`src/design/tpac_pkg.sv`:
```
// ----------------------------------------------------------------------------
// Triac phase-angle controller package
// Shared widths, command codes and the level-to-delay lookup table.
// ----------------------------------------------------------------------------
`default_nettype none

package tpac_pkg;

  localparam int DefaultChannels = 8;

  localparam int CmdW       = 2;
  localparam int ChanW      = 3;
  localparam int LevelW     = 8;
  localparam int GateW      = 8;
  localparam int CountW     = 8;
  localparam int CfgChanW   = 4;
  localparam int CfgDataW   = 8;
  localparam int CfgIndexW  = 1;
  localparam int InDataW    = 16;
  localparam int OutDataW   = 16;

  localparam logic [LevelW-1:0] LevelMax     = 8'd165;
  localparam logic [CountW-1:0] DelayAtReset = 8'd167;
  localparam logic [CountW-1:0] PulseAtReset = 8'd10;

  typedef enum logic [CmdW-1:0] {
    CMD_TICK = 2'd0,
    CMD_ZERO = 2'd1,
    CMD_SET  = 2'd2,
    CMD_NOP  = 2'd3
  } cmd_t;

  typedef enum logic [CfgIndexW-1:0] {
    REG_CHANNELS_IN_USE  = 1'd0,
    REG_GATE_PULSE_TICKS = 1'd1
  } reg_index_t;

  localparam logic [CountW-1:0] DelayTable [0:165] = '{
    8'd167, 8'd146, 8'd145, 8'd145, 8'd144, 8'd143, 8'd143, 8'd142, 8'd141, 8'd141,
    8'd140, 8'd139, 8'd139, 8'd138, 8'd137, 8'd137, 8'd136, 8'd136, 8'd135, 8'd134,
    8'd134, 8'd133, 8'd133, 8'd132, 8'd131, 8'd131, 8'd130, 8'd130, 8'd129, 8'd129,
    8'd128, 8'd128, 8'd127, 8'd126, 8'd126, 8'd125, 8'd125, 8'd124, 8'd124, 8'd123,
    8'd123, 8'd122, 8'd121, 8'd121, 8'd120, 8'd120, 8'd119, 8'd119, 8'd118, 8'd118,
    8'd117, 8'd117, 8'd116, 8'd116, 8'd115, 8'd114, 8'd114, 8'd113, 8'd113, 8'd112,
    8'd112, 8'd111, 8'd111, 8'd110, 8'd110, 8'd109, 8'd109, 8'd108, 8'd107, 8'd107,
    8'd106, 8'd106, 8'd105, 8'd105, 8'd104, 8'd104, 8'd103, 8'd103, 8'd102, 8'd101,
    8'd101, 8'd100, 8'd100, 8'd99,  8'd99,  8'd98,  8'd98,  8'd97,  8'd96,  8'd96,
    8'd95,  8'd95,  8'd94,  8'd94,  8'd93,  8'd92,  8'd92,  8'd91,  8'd91,  8'd90,
    8'd90,  8'd89,  8'd88,  8'd88,  8'd87,  8'd86,  8'd86,  8'd85,  8'd85,  8'd84,
    8'd83,  8'd83,  8'd82,  8'd81,  8'd81,  8'd80,  8'd79,  8'd79,  8'd78,  8'd77,
    8'd77,  8'd76,  8'd75,  8'd75,  8'd74,  8'd73,  8'd72,  8'd72,  8'd71,  8'd70,
    8'd69,  8'd68,  8'd68,  8'd67,  8'd66,  8'd65,  8'd64,  8'd64,  8'd63,  8'd62,
    8'd61,  8'd60,  8'd59,  8'd58,  8'd57,  8'd56,  8'd55,  8'd54,  8'd53,  8'd51,
    8'd50,  8'd49,  8'd47,  8'd46,  8'd45,  8'd43,  8'd41,  8'd40,  8'd38,  8'd36,
    8'd33,  8'd31,  8'd27,  8'd23,  8'd18,  8'd0
  };

endpackage

`default_nettype wire

```
`src/design/triac_phase_angle_controller_core.sv`:
```
// ----------------------------------------------------------------------------
// Triac phase-angle controller core
// Multi-channel gate controller driven by tick, zero-crossing and set commands.
// ----------------------------------------------------------------------------
// Each transaction on the input stream is one command and yields exactly one
// result transaction carrying the gate bits and the level of the addressed
// channel. A zero crossing or a level set goes via ST_DONE to the output
// register. A tick goes via ST_SCAN, where a single delay comparator visits
// channels_in_use channels, limited to CHANNELS, one per cycle, then via
// ST_DONE, skipping ST_SCAN if none. The input is not ready while a command
// is in progress; a finished result waits in the output register without
// blocking the next command. Configuration writes are always accepted.
`default_nettype none

module triac_phase_angle_controller_core
  import tpac_pkg::*;
#(
  parameter int CHANNELS = DefaultChannels
) (
  input  wire logic                 clk,
  input  wire logic                 rst,
  input  wire logic                 s_tvalid,
  output logic                      s_tready,
  // command [1:0], channel [4:2], level [12:5], zero fill [15:13]
  input  wire logic [InDataW-1:0]   s_tdata,
  output logic                      m_tvalid,
  input  wire logic                 m_tready,
  // gate_bits [7:0], channel_level [15:8]
  output logic [OutDataW-1:0]       m_tdata,
  input  wire logic                 cfg_valid,
  output logic                      cfg_ready,
  input  wire logic [CfgIndexW-1:0] cfg_index,
  input  wire logic [CfgDataW-1:0]  cfg_data
);

  localparam int IdxW  = (CHANNELS > 1) ? $clog2(CHANNELS) : 1;
  localparam int CntW  = $clog2(CHANNELS + 1);
  localparam int WideW = (CHANNELS > GateW) ? CHANNELS : GateW;
  localparam logic [4:0] ChanLimit = 5'(CHANNELS);

  typedef enum logic [2:0] {
    ST_IDLE = 3'b001,
    ST_SCAN = 3'b010,
    ST_DONE = 3'b100
  } state_t;

  state_t state;

  logic [CfgChanW-1:0] channels_in_use;
  logic [CountW-1:0]   gate_pulse_ticks;
  logic [CountW-1:0]   tick_count;
  logic [CountW-1:0]   phase_delay [CHANNELS];
  logic [LevelW-1:0]   power_level [CHANNELS];
  logic [CHANNELS-1:0] gate_state;

  logic [ChanW-1:0]    ch_reg;
  logic [CntW-1:0]     scan_cnt;
  logic [CntW-1:0]     scan_last;

  cmd_t                in_cmd;
  logic [ChanW-1:0]    in_ch;
  logic [LevelW-1:0]   in_level;
  logic [LevelW-1:0]   level_clamped;
  logic [4:0]          in_ch_ext;
  logic [IdxW-1:0]     in_idx;
  logic                in_ch_ok;
  logic [4:0]          used_ext;
  logic [4:0]          used_lim;
  logic [CntW-1:0]     used_cnt;

  logic [IdxW-1:0]     scan_idx;
  logic [CountW-1:0]   scan_delay;
  logic [CountW:0]     off_point;
  logic                scan_off;
  logic                scan_on;

  logic [4:0]          ch_reg_ext;
  logic [IdxW-1:0]     out_idx;
  logic                out_ch_ok;
  logic [WideW-1:0]    gate_wide;
  logic [LevelW-1:0]   out_level;
  logic                accept;

  assign s_tready  = (state == ST_IDLE);
  assign cfg_ready = 1'b1;
  assign accept    = s_tvalid && s_tready;

  assign in_cmd        = cmd_t'(s_tdata[1:0]);
  assign in_ch         = s_tdata[4:2];
  assign in_level      = s_tdata[12:5];
  assign level_clamped = (in_level > LevelMax) ? LevelMax : in_level;
  assign in_ch_ext     = 5'(in_ch);
  assign in_idx        = in_ch_ext[IdxW-1:0];
  assign in_ch_ok      = (in_ch_ext < ChanLimit);

  assign used_ext  = 5'(channels_in_use);
  assign used_lim  = (used_ext > ChanLimit) ? ChanLimit : used_ext;
  assign used_cnt  = used_lim[CntW-1:0];

  assign scan_idx   = scan_cnt[IdxW-1:0];
  assign scan_delay = phase_delay[scan_idx];
  assign off_point  = {1'b0, scan_delay} + {1'b0, gate_pulse_ticks};
  assign scan_off   = ({1'b0, tick_count} >= off_point);
  assign scan_on    = (tick_count >= scan_delay);

  assign ch_reg_ext = 5'(ch_reg);
  assign out_idx    = ch_reg_ext[IdxW-1:0];
  assign out_ch_ok  = (ch_reg_ext < ChanLimit);
  assign out_level  = out_ch_ok ? power_level[out_idx] : '0;
  assign gate_wide  = WideW'(gate_state);

  always_ff @(posedge clk) begin
    if (rst) begin
      channels_in_use  <= '0;
      gate_pulse_ticks <= PulseAtReset;
    end else if (cfg_valid && cfg_ready) begin
      unique case (reg_index_t'(cfg_index))
        REG_CHANNELS_IN_USE:  channels_in_use  <= cfg_data[CfgChanW-1:0];
        REG_GATE_PULSE_TICKS: gate_pulse_ticks <= cfg_data;
        default: ;
      endcase
    end
  end

  always_ff @(posedge clk) begin
    if (rst) begin
      state      <= ST_IDLE;
      tick_count <= '0;
      gate_state <= '0;
      scan_cnt   <= '0;
      scan_last  <= '0;
      m_tvalid   <= 1'b0;
      for (int i = 0; i < CHANNELS; i++) begin
        phase_delay[i] <= DelayAtReset;
        power_level[i] <= '0;
      end
    end else begin
      if (m_tvalid && m_tready && (state != ST_DONE)) begin
        m_tvalid <= 1'b0;
      end
      unique case (state)
        ST_IDLE: begin
          if (accept) begin
            ch_reg <= in_ch;
            if ((in_cmd == CMD_TICK) && (used_cnt != '0)) begin
              state <= ST_SCAN;
            end else begin
              state <= ST_DONE;
            end
            case (in_cmd)
              CMD_TICK: begin
                tick_count <= tick_count + 1'b1;
                scan_cnt   <= '0;
                scan_last  <= used_cnt - 1'b1;
              end
              CMD_ZERO: begin
                tick_count <= '0;
              end
              CMD_SET: begin
                if (in_ch_ok) begin
                  power_level[in_idx] <= level_clamped;
                  phase_delay[in_idx] <= DelayTable[level_clamped];
                end
              end
              default: ;
            endcase
          end
        end
        ST_SCAN: begin
          if (scan_off) begin
            gate_state[scan_idx] <= 1'b0;
          end else if (scan_on) begin
            gate_state[scan_idx] <= 1'b1;
          end
          scan_cnt <= scan_cnt + 1'b1;
          if (scan_cnt == scan_last) begin
            state <= ST_DONE;
          end
        end
        ST_DONE: begin
          if (!m_tvalid || m_tready) begin
            m_tvalid <= 1'b1;
            m_tdata  <= {out_level, gate_wide[GateW-1:0]};
            state    <= ST_IDLE;
          end
        end
        default: state <= ST_IDLE;
      endcase
    end
  end

endmodule

`default_nettype wire

```
`config.mk`:
```
export PLATFORM = sky130hd
export DESIGN_NAME = triac_phase_angle_controller_core
export DESIGN_NICKNAME = d
export VERILOG_FILES = /design/src/design/tpac_pkg.sv /design/src/design/triac_phase_angle_controller_core.sv
export SDC_FILE = /design/constraint.sdc
export NUM_CORES = 1
export LEC_CHECK = 0
export BUFFER_PORTS_ARGS = -buffer_cell sky130_fd_sc_hd__buf_2
export CORE_ASPECT_RATIO = 0.8
export CORE_UTILIZATION = 35
export DETAILED_ROUTE_END_ITERATION = 8
export GPL_TIMING_DRIVEN = 1
export PLACE_DENSITY = 0.59
export SLEW_MARGIN = 20
export SYNTH_ARGS = -nofsm -noshare
export SYNTH_HDL_FRONTEND = slang
export SYNTH_SLANG_ARGS = --single-unit
```
`constraint.sdc`:
```
create_clock -name clk -period 14.1 [get_ports clk]
set_input_delay 4.23 -clock clk [delete_from_list [all_inputs] [get_ports clk]]
set_output_delay 4.23 -clock clk [all_outputs]
set_load 0.01 [all_outputs]
```
==> parameters.txt <==
Parameter                              Value

Synth
  Synth warn ... 0
  Area of the mapped netlist ... 10300 um2
  Cell taking the most area after synthesis ... edfxtp_1
  Synth Flop Type ... edfxtp_1
  Number of enable flip-flop cells after synthesis ... 147
  Leading post-synthesis cells by cell area ... edfxtp_1 (43%), dfxtp_1 (8.4%), mux4_2 (7.0%)
  Average cell area after synthesis ... 11.1 um2
  Cells after synthesis ... 923
  Fraction of the yosys area taken by sequential cells ... 0.514
  Library cells used by synthesis ... 81
  Synthesis-stage register bit count ... 190
  Number of nets produced by synthesis ... 996
  Top-area cell type share of the netlist area ... 0.430
  Async SR Flop Fraction ... 0

STA
  Unrepaired setup endpoints after global routing ... no
  Final hold violation count ... 0
  Final period util ... 0.589
  Post-layout worst setup margin ... 5.80 ns
  Total negative setup slack ... 0 ns
  Final setup violation count ... 0
  Peak Freq ... 120 MHz
  Max-slew violations ... 0
  Worst max-slew margin expressed relative to the limit ... 0.316
  Worst-margin pin slew ... 1.03 ns
  Setup clock skew after layout ... 0.0125 ns
  Final Critical Period ... 8.30 ns

Drt
  DRT antenna net count ... 0
  Number of detailed-route iterations in the first pass ... 7
  Number of vias per cell ... 5.58
  Post-detailed-route DRC marker count ... 7
  Total length of routed wires ... 24.9 mm
  Iteration-0 DRC count of the detailed router ... 900
  Via count ... 7298
  Wirelength per Cell ... 19.0 um

Pwr
  IR drop worst, VDD ... 0.0000877 V
  Share of total power in combinational logic ... 0.116
  Switch share ... 0.263
  Cell-internal power ... 0.888 mW
  Total power divided by cell area ... 107 nW/um2
  Clock share of power ... 0.366
  Static Leakage ... 3.89 nW
  Sequential fraction of design power ... 0.518
  Switching pwr ... 0.316 mW

Min path
  Worst Hold Class ... flip-flop to flip-flop

Floorplan
  Die outline width ... 194 um
  Initial Utilization ... 0.360
  Number of top-level pins ... 49
  Full die area ... 30000 um2
  Number of placement rows ... 55
  Area of the core ... 28600 um2
  Die span in y ... 155 um

Setup path
  Length in cells of the worst reg-to-reg path ... 16
  Worst setup path endpoint ... phase_delay[5][0]
  Highest net fanout along the worst path ... 34
  Arrival time at the worst endpoint ... 8.47 ns
  Critical Path Source Type ... input port
  Critical path required time ... 14.27 ns
  Critical path capture point type ... flip-flop
  Launching element of the worst setup path ... s_tdata[8]
  R2R Setup Slk ... 9.62 ns
  Type of the worst setup path ... input port to flip-flop

Global routing
  Via count of the first global-routing pass ... 6989
  Global-route wire length before repair ... 39.9 mm
  Global routing met3 resource utilization ... 0.0356
  Antenna violations before repair ... 0
  Met2 track demand over resource ... 0.265
  Global route overflow ... 0
  GRT Util Overall ... 0.171
  Most Crowded Layer GR ... met2
  Met1 Usage GRT ... 0.244
  Maximum number of pins on one net before global-route repair ... 46

Finish
  Relative area change from synthesis to final layout ... 9.42%
  Fraction of final layout cells with drive strength greater than 1 ... 0.150
  Largest regs ... phase_delay: 64 flops, power_level: 64 flops, m_tdata: 16 flops
  Utilization after layout ... 0.393
  Antenna diode count ... 0
  Final layout net count ... 1000
  Layout Cell Area excl Fill ... 11200 um2
  Final non-filler cell total ... 1308

Clock network
  Number of clock buffers inserted by TritonCTS ... 17
  Later-pin clock latency in the skew report ... 0.44 ns
  Hold buffers post-CTS ... 0
  # Post-CTS Setup Buffers ... 0
  Register clock-pin slew on the reported worst setup and hold paths ... 0.07 ns
  Root cell of the clock tree ... clkbuf_16
  Number of H-tree levels ... 4
  Clock Sinks ... 190
  TritonCTS clock tree ... built
  Clk buf depth ... 2
  Gates resized, CTS repair ... 0

Placed design
  Worst slack after detailed placement ... 5.45 ns
  Count of port buffers added during placement ... 44
  Total placed cells including tap cells ... 1277
  Placed wire-length estimate after detailed placement ... 16.5 mm
  Placer's final routability congestion estimate ... 0.927
  Post-place instance area ... 10700 um2

Flow run
  Max Cap Viol ... 0

Run status
  Violations in the final reports ... DRC
  Status ... finished, violations left
## cells by family (layout without fill, tap and decap cells)
group | after synthesis | count (layout) | synth area share
AO/OA/AOI/OAI | 198 | 198 | 0.136
XOR/XNOR | 19 | 19 | 0.0162
buffers and inverters | 95 | 110 | 0.0404
AND/OR/NAND/NOR | 322 | 322 | 0.147
adder cells (fa/ha/maj) | 43 | 43 | 0.0531
other | 1 | 1 | 0.000365
flip-flops | 190 | 190 | 0.514
multiplexers | 55 | 55 | 0.0939
## metrics by stage
step	hold slack [ns]	total power [mW]
global placement	0.427	0.772
CTS	0.441	1.21
finish	0.439	1.20
floorplan	0.409	0.735
global route	0.459	1.25
detailed placement	0.426	0.773
## worst min path at each step
stage	from	to	slack, ns	cells past startpoint
floorplan	flip-flop	m_tdata[0]	0.41	0
global placement	flip-flop	m_tdata[3]	0.43	0
detailed placement	flip-flop	m_tdata[3]	0.43	0
CTS	flip-flop	m_tdata[3]	0.44	0
global route	flip-flop	m_tdata[4]	0.46	0
finish	flip-flop	m_tdata[3]	0.44	0
## critical path: stages
cell      delay, ns
buf_2          0.30
a211o_1        0.34
a21oi_1        0.38
nand2b_1       0.20
nor2b_1        0.81
inv_1          0.30
ha_1           0.60
nand3_1        0.16
a311oi_1       0.32
nor4_1         0.13
nor4_4         0.55
o21ai_1        0.12
## routing by layer
layer  vias to the layer above  part of all wire
met4                         0             0.015
met3                        44             0.068
met2                       290              0.44
met1                      3527              0.47
li1                       3437                 -
met5                         -                 0
## layout by cell type (no fill, tap or decap), drive strengths merged, types with 11 or more instances in the layout
cell type	synthesis	routed
nor2b	11	11
o21ai	48	48
nor2	123	123
nand3	21	21
nand2	81	81
buf	27	51
a21oi	42	42
mux4	32	32
ha	42	42
nor4	16	16
mux2	11	11
mux2i	12	12
nor3	13	13
dfxtp	43	43
clkbuf	39	17
xor2	15	15
edfxtp	147	147
a211oi	20	20
inv	28	32
nand2b	28	28
## cell usage after synthesis (4+ instances only)
| cell type | number |
|---|---|
| buf_4 | 4 |
| o211ai_1 | 6 |
| nand2_1 | 80 |
| o22ai_1 | 4 |
| nor3_1 | 13 |
| dfxtp_1 | 43 |
| xor2_1 | 15 |
| nand3b_1 | 4 |
| a311oi_1 | 7 |
| inv_1 | 27 |
| mux4_2 | 32 |
| a211oi_1 | 19 |
| ha_1 | 42 |
| mux2i_1 | 12 |
| o21ai_1 | 13 |
| a21o_1 | 10 |
| nand4_1 | 6 |
| nand3_1 | 21 |
| o21a_1 | 5 |
| edfxtp_1 | 147 |
| o21ai_0 | 34 |
| a31oi_1 | 9 |
| nand2b_1 | 28 |
| and3_1 | 4 |
| or3_1 | 6 |
| clkbuf_1 | 39 |
| nor4_1 | 14 |
| mux2_2 | 11 |
| a21oi_1 | 40 |
| buf_2 | 17 |
| a211o_1 | 5 |
| nor2b_1 | 11 |
| xnor2_1 | 4 |
| nor2_1 | 123 |
## power by group through the flow
stage               clock [mW]  sequential (mW)  combinational (mW)
global route             0.474            0.626               0.153
global placement             0            0.637               0.136
CTS                      0.449            0.625               0.136
floorplan                    0            0.631               0.104
finish                   0.440            0.624               0.139
detailed placement           0            0.637               0.136
## layout make-up
| type | count | area (um2) |
|---|---|---|
| fill | 2727 | 17300 |
| inverter | 29 | 109 |
| tap | 370 | 463 |
| clock inverter | 13 | 91.3 |
| clock buffer | 17 | 425 |
| sequential | 190 | 5280 |
| timing repair buffer | 51 | 280 |
| multi-input combinational | 638 | 4590 |
No activity file was read; power rests on OpenSTA's default activity.
